===== config.mk =====
export PLATFORM = sky130hd
export DESIGN_NAME = sorted_priority_queue
export DESIGN_NICKNAME = d
export VERILOG_FILES = /design/src/design/spq_pkg.sv /design/src/design/spq_cell.sv /design/src/design/sorted_priority_queue.sv
export VERILOG_INCLUDE_DIRS = /design/src /design/src/design
export SDC_FILE = /design/constraint.sdc
export NUM_CORES = 1
export LEC_CHECK = 0
export BUFFER_PORTS_ARGS = -buffer_cell sky130_fd_sc_hd__buf_2
export CAP_MARGIN = 20
export CORE_UTILIZATION = 40
export CTS_CLUSTER_DIAMETER = 200
export DETAILED_ROUTE_END_ITERATION = 12
export GPL_TIMING_DRIVEN = 0
export HOLD_SLACK_MARGIN = 0.1
export SLEW_MARGIN = 30
export SYNTH_ARGS = -nofsm -noshare
export SYNTH_HDL_FRONTEND = slang
export SYNTH_SLANG_ARGS = --single-unit

===== constraint.sdc =====
create_clock -name i_clk -period 13.8 [get_ports i_clk]
set_input_delay 1.38 -clock i_clk [delete_from_list [all_inputs] [get_ports i_clk]]
set_output_delay 1.38 -clock i_clk [all_outputs]
set_load 0.1 [all_outputs]

===== src/design/assert_macros.svh =====
// ---------------------------------------------------------------------------
// Assertion macros used by sorted_priority_queue
// ---------------------------------------------------------------------------
`ifndef ASSERT_MACROS_SVH
`define ASSERT_MACROS_SVH

// Clocked property, masked while reset is asserted
`define SPQ_ASSERT(lbl, clk, rst_n, prop, msg) \
    lbl: assert property (@(posedge clk) disable iff (!rst_n) prop) else $error(msg);

// Clocked property, checked on every edge
`define SPQ_ASSERT_ALWAYS(lbl, clk, prop, msg) \
    lbl: assert property (@(posedge clk) prop) else $error(msg);

`endif


===== src/design/spq_pkg.sv =====
`timescale 1ns / 1ps
// ---------------------------------------------------------------------------
// spq_pkg
// Shared types and defaults for the sorted priority queue.
// ---------------------------------------------------------------------------
package spq_pkg;

    localparam int CAPACITY_DEF     = 16;
    localparam int PAYLOAD_BITS_DEF = 16;
    localparam int PRIO_BITS_DEF    = 16;
    localparam int CMD_BITS         = 2;

    typedef enum logic [CMD_BITS-1:0] {
        CMD_INSERT = 2'd0,
        CMD_POP    = 2'd1,
        CMD_PEEK   = 2'd2
    } t_cmd;

    typedef struct packed {
        logic insert;
        logic pop;
    } t_cell_ctrl;

endpackage


===== src/design/spq_cell.sv =====
`timescale 1ns / 1ps
// ---------------------------------------------------------------------------
// spq_cell
// One slot of the sorted row: holds an entry, shifts right on insert at or
// ahead of it, shifts left on pop.
// ---------------------------------------------------------------------------
module spq_cell #(
    parameter int PAYLOAD_BITS = spq_pkg::PAYLOAD_BITS_DEF,
    parameter int PRIO_BITS    = spq_pkg::PRIO_BITS_DEF
) (
    input  logic                    i_clk,
    input  spq_pkg::t_cell_ctrl     i_ctrl,
    input  logic                    i_occupied,
    input  logic [PRIO_BITS-1:0]    i_new_prio,
    input  logic [PAYLOAD_BITS-1:0] i_new_payload,
    input  logic                    i_left_ge,
    input  logic [PRIO_BITS-1:0]    i_left_prio,
    input  logic [PAYLOAD_BITS-1:0] i_left_payload,
    input  logic [PRIO_BITS-1:0]    i_right_prio,
    input  logic [PAYLOAD_BITS-1:0] i_right_payload,
    output logic                    o_ge,
    output logic [PRIO_BITS-1:0]    o_prio,
    output logic [PAYLOAD_BITS-1:0] o_payload,
    output logic [PRIO_BITS-1:0]    o_next_prio,
    output logic [PAYLOAD_BITS-1:0] o_next_payload
);

    logic [PRIO_BITS-1:0]    r_prio;
    logic [PAYLOAD_BITS-1:0] r_payload;
    logic [PRIO_BITS-1:0]    n_prio;
    logic [PAYLOAD_BITS-1:0] n_payload;

    assign o_ge = !i_occupied || (r_prio >= i_new_prio);

    always_comb begin
        n_prio    = r_prio;
        n_payload = r_payload;
        if (i_ctrl.insert && o_ge) begin
            if (i_left_ge) begin
                n_prio    = i_left_prio;
                n_payload = i_left_payload;
            end else begin
                n_prio    = i_new_prio;
                n_payload = i_new_payload;
            end
        end else if (i_ctrl.pop) begin
            n_prio    = i_right_prio;
            n_payload = i_right_payload;
        end
    end

    always_ff @(posedge i_clk) begin
        r_prio    <= n_prio;
        r_payload <= n_payload;
    end

    assign o_prio         = r_prio;
    assign o_payload      = r_payload;
    assign o_next_prio    = n_prio;
    assign o_next_payload = n_payload;

endmodule


===== src/design/sorted_priority_queue.sv =====
`timescale 1ns / 1ps
// ---------------------------------------------------------------------------
// sorted_priority_queue
// Bounded min-priority queue held as a sorted row of entry cells.
// ---------------------------------------------------------------------------
//  channel | direction | handshake          | fields
//  --------+-----------+--------------------+--------------------------------
//  command | in        | i_valid / o_stall  | i_cmd, i_payload, i_prio
//  result  | out       | o_valid / i_stall  | o_head_payload, o_head_prio,
//          |           |                    | o_is_empty, o_fill_count,
//          |           |                    | o_overflow
//
//  One item per cycle unless the result is stalled; its result is registered
//  and appears the next cycle. Every cell compares against the new priority
//  in parallel, so insert and pop time does not depend on fill level.
//  Reset empties the queue; slot contents are not cleared.
//  A pending result that is stalled holds the input stalled as well.
// ---------------------------------------------------------------------------
`include "assert_macros.svh"

module sorted_priority_queue #(
    parameter int CAPACITY     = spq_pkg::CAPACITY_DEF,
    parameter int PAYLOAD_BITS = spq_pkg::PAYLOAD_BITS_DEF,
    parameter int PRIO_BITS    = spq_pkg::PRIO_BITS_DEF,
    localparam int CNT_W       = $clog2(CAPACITY + 1)
) (
    input  logic                         i_clk,
    input  logic                         i_rst_n,
    input  logic                         i_valid,
    output logic                         o_stall,
    input  logic [spq_pkg::CMD_BITS-1:0] i_cmd,
    input  logic [PAYLOAD_BITS-1:0]      i_payload,
    input  logic [PRIO_BITS-1:0]         i_prio,
    output logic                         o_valid,
    input  logic                         i_stall,
    output logic [PAYLOAD_BITS-1:0]      o_head_payload,
    output logic [PRIO_BITS-1:0]         o_head_prio,
    output logic                         o_is_empty,
    output logic [CNT_W-1:0]             o_fill_count,
    output logic                         o_overflow
);

    logic                      w_accept;
    logic                      w_full;
    spq_pkg::t_cell_ctrl       w_ctrl;
    logic                      w_ovf;
    logic [CNT_W-1:0]          n_count;
    logic [CNT_W-1:0]          r_count;

    logic                      r_out_valid;
    logic [PAYLOAD_BITS-1:0]   r_head_payload;
    logic [PRIO_BITS-1:0]      r_head_prio;
    logic                      r_is_empty;
    logic [CNT_W-1:0]          r_fill_count;
    logic                      r_overflow;

    logic [CAPACITY-1:0]       w_occ;
    logic [CAPACITY-1:0]       w_ge;
    logic [PRIO_BITS-1:0]      w_prio      [CAPACITY];
    logic [PAYLOAD_BITS-1:0]   w_payload   [CAPACITY];
    logic [PRIO_BITS-1:0]      w_next_prio [CAPACITY];
    logic [PAYLOAD_BITS-1:0]   w_next_pl   [CAPACITY];

    assign o_stall  = r_out_valid && i_stall;
    assign w_accept = i_valid && !o_stall;
    assign w_full   = (r_count == CNT_W'(CAPACITY));

    always_comb begin
        w_ctrl  = '0;
        w_ovf   = 1'b0;
        n_count = r_count;
        unique case (spq_pkg::t_cmd'(i_cmd))
            spq_pkg::CMD_INSERT: begin
                if (w_full) begin
                    w_ovf = 1'b1;
                end else begin
                    w_ctrl.insert = w_accept;
                    n_count       = r_count + CNT_W'(1);
                end
            end
            spq_pkg::CMD_POP: begin
                if (r_count != '0) begin
                    w_ctrl.pop = w_accept;
                    n_count    = r_count - CNT_W'(1);
                end
            end
            default: begin
                n_count = r_count;
            end
        endcase
    end

    for (genvar g = 0; g < CAPACITY; g++) begin : g_cell
        logic                    w_left_ge;
        logic [PRIO_BITS-1:0]    w_left_prio;
        logic [PAYLOAD_BITS-1:0] w_left_payload;
        logic [PRIO_BITS-1:0]    w_right_prio;
        logic [PAYLOAD_BITS-1:0] w_right_payload;

        assign w_occ[g] = (r_count > CNT_W'(g));

        if (g == 0) begin : g_first
            assign w_left_ge      = 1'b0;
            assign w_left_prio    = i_prio;
            assign w_left_payload = i_payload;
        end else begin : g_inner_left
            assign w_left_ge      = w_ge[g-1];
            assign w_left_prio    = w_prio[g-1];
            assign w_left_payload = w_payload[g-1];
        end

        if (g == CAPACITY - 1) begin : g_last
            assign w_right_prio    = w_prio[g];
            assign w_right_payload = w_payload[g];
        end else begin : g_inner_right
            assign w_right_prio    = w_prio[g+1];
            assign w_right_payload = w_payload[g+1];
        end

        spq_cell #(
            .PAYLOAD_BITS (PAYLOAD_BITS),
            .PRIO_BITS    (PRIO_BITS)
        ) u_cell (
            .i_clk           (i_clk),
            .i_ctrl          (w_ctrl),
            .i_occupied      (w_occ[g]),
            .i_new_prio      (i_prio),
            .i_new_payload   (i_payload),
            .i_left_ge       (w_left_ge),
            .i_left_prio     (w_left_prio),
            .i_left_payload  (w_left_payload),
            .i_right_prio    (w_right_prio),
            .i_right_payload (w_right_payload),
            .o_ge            (w_ge[g]),
            .o_prio          (w_prio[g]),
            .o_payload       (w_payload[g]),
            .o_next_prio     (w_next_prio[g]),
            .o_next_payload  (w_next_pl[g])
        );
    end

    always_ff @(posedge i_clk) begin
        if (!i_rst_n) begin
            r_count     <= '0;
            r_out_valid <= 1'b0;
        end else begin
            if (w_accept) begin
                r_count     <= n_count;
                r_out_valid <= 1'b1;
            end else if (!i_stall) begin
                r_out_valid <= 1'b0;
            end
        end
    end

    always_ff @(posedge i_clk) begin
        if (w_accept) begin
            r_head_payload <= (n_count != '0) ? w_next_pl[0]   : '0;
            r_head_prio    <= (n_count != '0) ? w_next_prio[0] : '0;
            r_is_empty     <= (n_count == '0);
            r_fill_count   <= n_count;
            r_overflow     <= w_ovf;
        end
    end

    assign o_valid        = r_out_valid;
    assign o_head_payload = r_head_payload;
    assign o_head_prio    = r_head_prio;
    assign o_is_empty     = r_is_empty;
    assign o_fill_count   = r_fill_count;
    assign o_overflow     = r_overflow;

    `SPQ_ASSERT(a_count_bound, i_clk, i_rst_n, r_count <= CNT_W'(CAPACITY), "count beyond capacity")
    `SPQ_ASSERT(a_empty_flag, i_clk, i_rst_n, r_out_valid |-> (r_is_empty == (r_fill_count == '0)), "empty flag disagrees with count")
    `SPQ_ASSERT(a_pop_count, i_clk, i_rst_n, w_ctrl.pop |=> (r_count == $past(r_count) - CNT_W'(1)), "pop did not drop count")
    `SPQ_ASSERT(a_ovf_full, i_clk, i_rst_n, (w_accept && w_ovf) |=> (r_count == CNT_W'(CAPACITY) && r_overflow), "dropped insert changed queue")
    `SPQ_ASSERT(a_result_follows, i_clk, i_rst_n, w_accept |=> r_out_valid, "accepted item gave no result")

endmodule

== Yosys cells after proc, flatten, opt, wreduce, memory -nomap -nowiden ==
Index checks and enable logic that the tools add are counted.

* Register bits: 557

* Add/sub/neg operators: 2
* Order comparisons: 32
* Equality and inequality tests: 3
* Mux-type cells: 100
* Reduce and logical (&&, ||, !) cells: 69

{| class="wikitable"
|+ Operators by type and width
! kind !! number
|-
| $mux W16 || 90
|-
| $ge A16 B16 Y1 || 16
|-
| $gt A5 B4 Y1 const B || 8
|-
| $reduce_bool A2 Y1 || 14
|-
| $gt A5 B3 Y1 const B || 4
|-
| $logic_and A1 B1 Y1 || 18
|-
| $logic_not A1 Y1 || 17
|-
| $logic_or A1 B1 Y1 || 16
|-
| $gt A5 B1 Y1 const B || 2
|-
| $gt A5 B2 Y1 const B || 2
|-
| $mux W5 || 2
|-
| $pmux W5 S2 || 1
|-
| $reduce_bool A5 Y1 || 2
|-
| $mux W1 || 7
|-
| $add A5 B1 Y5 const B || 1
|-
| $eq A5 B5 Y1 const B || 1
|-
| $logic_not A5 Y1 || 1
|-
| $sub A5 B1 Y5 const B || 1
|-
| $eq A2 B1 Y1 const B || 1
|-
| $logic_not A2 Y1 || 1
|-
| $ne A2 B1 Y1 const B || 1
|}

== Logic depth before layout (Yosys ltp) ==
* Word-level depth: 7
* Mapped depth: 12

== Modules after synthesis ==
From an unflattened synthesis, not the netlist that was laid out.

* Cell total of the unflattened synthesis: 3327
* Area total of the unflattened synthesis: 35843.1 um^2

{| class="wikitable"
|+ By module, submodules not included
! module !! instances !! cells each !! area each (um^2) !! sequential area each (um^2)
|-
| spq_cell at g_cell[0].u_cell ... || 12 || 196 || 2079.5 || 640.6
|-
| spq_cell at g_cell[6].u_cell ... || 4 || 198 || 2159.6 || 640.6
|-
| sorted_priority_queue || 1 || 183 || 2250.9 || 1291.2
|}

== Worst setup path after synthesis ==
Ideal clock, no wire load.

* Path kind: input to register
* Start point: in i_stall
* End point: reg g_cell[15].u_cell.r_payload[0], enable pin
* Setup time: 0.461 ns
* Arrival time: 5.695 ns
* Required time: 13.339 ns
* Setup slack: 7.644 ns
* Stages on the path: 7
* Buffers on the path: 3
* Path through: and2_1 -> nor2b_1 -> buf_2 -> nand2_1 -> buf_2 -> clkbuf_1 -> nor3_1

* Cells in the longest elaborated chain, start to end: 6

{| class="wikitable"
|+ Ends and longest elaborated chain
! item !! line !! RTL
|-
| start: declaration || sorted_priority_queue.sv:35 || <nowiki>input logic i_stall,</nowiki>
|-
| $logic_and A1 B1 Y1 || sorted_priority_queue.sv:64 || <nowiki>assign o_stall = r_out_valid && i_stall;</nowiki>
|-
| $logic_not A1 Y1 || sorted_priority_queue.sv:65 || <nowiki>assign w_accept = i_valid && !o_stall;</nowiki>
|-
| $logic_and A1 B1 Y1 || sorted_priority_queue.sv:65 ||
|-
| net w_accept || sorted_priority_queue.sv:43 || <nowiki>logic w_accept;</nowiki>
|-
| $mux W1 || sorted_priority_queue.sv:74 || <nowiki>if (w_full) begin</nowiki>
|-
| $mux W1 || sorted_priority_queue.sv:72 || <nowiki>unique case (spq_pkg::t_cmd'(i_cmd))</nowiki>
|-
| $logic_and A1 B1 Y1 || spq_cell.sv:38 || <nowiki>if (i_ctrl.insert && o_ge) begin</nowiki>
|-
| end signal: assignment || spq_cell.sv:54 || <nowiki>r_payload <= n_payload;</nowiki>
|-
| end: declaration || spq_cell.sv:29 || <nowiki>logic [PAYLOAD_BITS-1:0] r_payload;</nowiki>
|}

The timed path passes the listed nets, and every way through them passes these cells.
A chain may end at the register's enable or synchronous reset.

== Final worst setup path ==
* Start point: in i_prio[7]
* End point: reg r_head_prio[14] (netlist: o_head_prio[14]), data pin

* Cells in the longest elaborated chain, start to end: 4

{| class="wikitable"
|+ Ends and longest elaborated chain
! item !! line !! RTL
|-
| start: declaration || sorted_priority_queue.sv:33 || <nowiki>input logic [PRIO_BITS-1:0] i_prio,</nowiki>
|-
| $ge A16 B16 Y1 || spq_cell.sv:33 || <nowiki>assign o_ge = !i_occupied || (r_prio >= i_new_prio);</nowiki>
|-
| $logic_or A1 B1 Y1 || spq_cell.sv:33 ||
|-
| $logic_and A1 B1 Y1 || spq_cell.sv:38 ||
|-
| $mux W16 || spq_cell.sv:38 ||
|-
| end signal: assignment || sorted_priority_queue.sv:159 || <nowiki>r_head_prio <= (n_count != '0) ? w_next_prio[0] : '0;</nowiki>
|-
| end: declaration || sorted_priority_queue.sv:52 || <nowiki>logic [PRIO_BITS-1:0] r_head_prio;</nowiki>
|}

Every way passes these cells.

==> impl_metrics.ini <==
[setup_path]
crit_required_ns = 14.24
slowest_delay_ns = 0.85
cp.buffers_inverters = 3
critPathCaptureType = register
r2r_slack_ns = 9.60
worstPathMaxFanout = 18
crit_chain = buf_2 > clkinv_1 > ha_1 > and3_1 > a211oi_1 > a2111o_1 > o21ai_1 > clkbuf_1 > a21oi_1 > a211oi_2
reg2reg_from = r_count[1]
cpLargestDelayFamily = compound AO/OA/AOI/OAI gates
cp_slowest_cell = o21ai_1
criticalPathCategory = in2reg
r2r_cells = 11
worstPathArrival_ns = 5.47
worstReg2RegEnd = g_cell[15].u_cell.o_payload[10]
start_kind = input port

[clocking]
clockBufferDepth = 3
ctsResizeCount = 0
numCtsBuffers = 67
cts.sinks = 557
hold_buffers = 0
cts_tree = built
h-tree-depth = 3
clk_pin_slew_worst_paths_ns = 0.06
clk_latency_ns = 0.63
cts_root_buf = clkbuf_16
postCtsSetupBuffers = 0

[hold_path]
hp-class = reg2reg
hold_start = g_cell[15].u_cell.o_payload[10]
hold-path-endpoint = g_cell[14].u_cell.o_payload[10]
min_delay_path_depth = 1

[global_routing]
globalRouteTotalUtil_pct = 21.7
grt_pass1_wl_microns = 143000
grt_max_degree = 49
grt_overflow_total = 0
antenna_found_initial = 5
grt_pass1_vias = 24200

[placement]
gp_congestion = 0.885
io_buffer_count = 77
preCtsSetupSlack_ns = 8.28
post-dp-hpwl_microns = 78100

[pwr]
swShare_pct = 30.0
ir_drop_mv = 0.0918
leakage_nw = 15.6
p_seq_share_pct = 43.6
intPower_w = 0.00337
power_density_mw_per_mm2 = 125
combinationalPowerShare_pct = 19.8
switching_power_w = 0.00145
clockPowerShare_pct = 36.6

[detailed_routing]
ant_nets = 0
post_drt_wl_per_cell_microns = 21.5
wirelength_microns = 95700
first_iter_violations = 1887
first_pass_iters = 5
drc = 0
drt-vias-per-instance = 5.51
via_count = 24600

[sta]
worst_pin_slew_ns = 1.07
fin_crit_sh_pct = 36.5
finalSetupTns_ns = 0
min_period_ns = 5.03
finalWorstSetupSlack_ns = 8.77
slew_viol_final = 0
max_freq_mhz = 199
hold_viol = 0
fin_skew_ns = 0.0302
rsz0062_at_grt = no
setup-violations-final = 0
slew_headroom_pct = 28.0

[final_layout]
final_core_util_pct = 45.9
area_growth_pct = 12.9
drive_above_1_share_pct = 16.4
fin_nets = 3565

[synthesis]
syn_nets = 3404
synthArstFlopShare_pct = 0
synth_edf_count = 519
synthFlopType = edfxtp_1
ys_types = 67
yosysSeqAreaShare_pct = 47.8
syn_avg_cell_area_sq_um = 11.0
ys_warn_count = 0
synth_seq_cells = 557
synthCells = 3104
synth_area_sq_mm = 0.0342

[floorplan]
start_util_pct = 40.7
die-area_sq_mm = 0.0866
rows = 106
fp.dieW_microns = 294
boundaryPins = 79
die_height_microns = 294
core_sq_mm = 0.0841

[flow_run]
cap_violations = 0

[outcome]
status = completed
## cells in the final DEF (no fill, tap or decap), drive strengths merged, types with 4 or more instances in the layout
cell type	instances
nor4	4
mux2i	326
and3	6
dfxtp	38
nor3	54
a221oi	8
a2111o	5
o21ai	210
edfxtp	519
a21boi	5
mux2	187
a2111oi	10
a21o	18
nand3	50
and4	5
nand4	21
inv	56
o21a	9
clkinv	27
a211oi	37
clkbuf	212
nor2b	12
bufinv	5
a31oi	68
a21oi	602
nand2	116
nand2b	27
ha	262
buf	215
nor2	143
and2	13
## synth_stat cells, types with 4 or more instances
cell type	count	area [sq um]
buf_4	13	97.6
nand4_1	21	131
and3_1	6	37.5
and2_1	13	81.3
a21boi_0	5	37.5
mux2_2	187	2110
o21ai_0	206	1030
clkbuf_1	126	473
buf_2	100	500
nor2_1	140	526
nor2b_1	12	75.1
o21a_1	9	67.6
a211oi_1	34	255
nand3_1	50	250
a21o_1	18	135
a21oi_1	601	3010
o21ai_1	4	20.0
inv_1	53	199
mux2i_1	326	3260
a221oi_1	8	70.1
buf_6	8	90.1
nor3_2	16	160
dfxtp_1	38	761
nand2b_1	27	169
ha_1	262	3280
nor4_1	4	25.0
nor3_1	38	190
a31oi_1	68	425
edfxtp_1	519	15600
and4_1	5	43.8
a2111oi_0	9	78.8
nand2_1	116	435
a2111o_1	5	56.3
## layer usage
| metal | track usage (%) | up-vias | share of wire [%] |
|---|---|---|---|
| met5 | 0 | - | 0 |
| met4 | 6.54 | 0 | 2.6 |
| met3 | 2.57 | 130 | 5.5 |
| met2 | 35.8 | 706 | 46 |
| met1 | 29.6 | 11600 | 45 |
| li1 | - | 12200 | - |
## worst max path at each step
stage / startpoint / cells after the start / to
CTS: i_prio[15] / 12 / g_cell[11].u_cell.o_prio[0]
global route: i_prio[7] / 10 / o_head_prio[14]
detailed placement: i_prio[15] / 12 / g_cell[11].u_cell.o_prio[2]
global placement: i_stall / 8 / g_cell[15].u_cell.o_payload[10]
floorplan: i_stall / 7 / g_cell[15].u_cell.o_payload[0]
finish: i_prio[7] / 10 / o_head_prio[14]
## stage by stage
step	cells	instance area [sq um]	power [W]	hold WS, ns
final	4456	38600	0.00482	0.546
after global routing	4455	38600	0.00501	0.552
after CTS	4453	38600	0.00485	0.548
after detailed placement	4330	36400	0.00308	0.534
after global placement	4315	36000	0.00305	0.525
after floorplan	3104	34200	0.00282	0.521
## worst register-to-register path, delay by kind of cell (launching register included)
kind                     cells  cell delay (ns)
buffers and inverters        6             1.69
adder cells (fa/ha/maj)      1             0.24
AND/OR/NAND/NOR              4             1.63
flip-flops                   1             0.37
## cells by family (layout without fill, tap and decap cells)
group	count (synthesis)	count (layout)	synth area share (%)
flip-flops	557	557	47.8
adder cells (fa/ha/maj)	262	262	9.59
other	0	3	0
AO/OA/AOI/OAI	1007	1007	16.2
AND/OR/NAND/NOR	460	460	6.59
XOR/XNOR	2	2	0.0513
multiplexers	513	513	15.7
buffers and inverters	303	518	4.01
## final cells by class
type	count	area [sq um]
fill	8040	45500
clock inverter	37	330
tap	1134	1420
multi-input combinational	2244	16500
timing repair buffer	92	738
antenna	3	7.51
buffer	249	1170
inverter	54	203
clock buffer	86	1840
sequential	557	16300
## sequential cells by signal, indices dropped and copies added, names as in the netlist
register and flops:
g_cell.u_cell.o_payload 256, g_cell.u_cell.o_prio 256, o_valid 1, r_count 5, o_overflow 1, o_head_prio 16, o_head_payload 16, o_fill_count 5
o_is_empty 1
## power by group through the flow
stage	combinational [W]	sequential, W	clock (W)
3_5_place_dp	0.000950	0.00213	0
2_1_floorplan	0.000547	0.00227	0
3_3_place_gp	0.000918	0.00214	0
6_report	0.000956	0.00210	0.00176
4_1_cts	0.000955	0.00210	0.00179
5_1_grt	0.00104	0.00211	0.00185
Power figures use the tool's default switching activity.
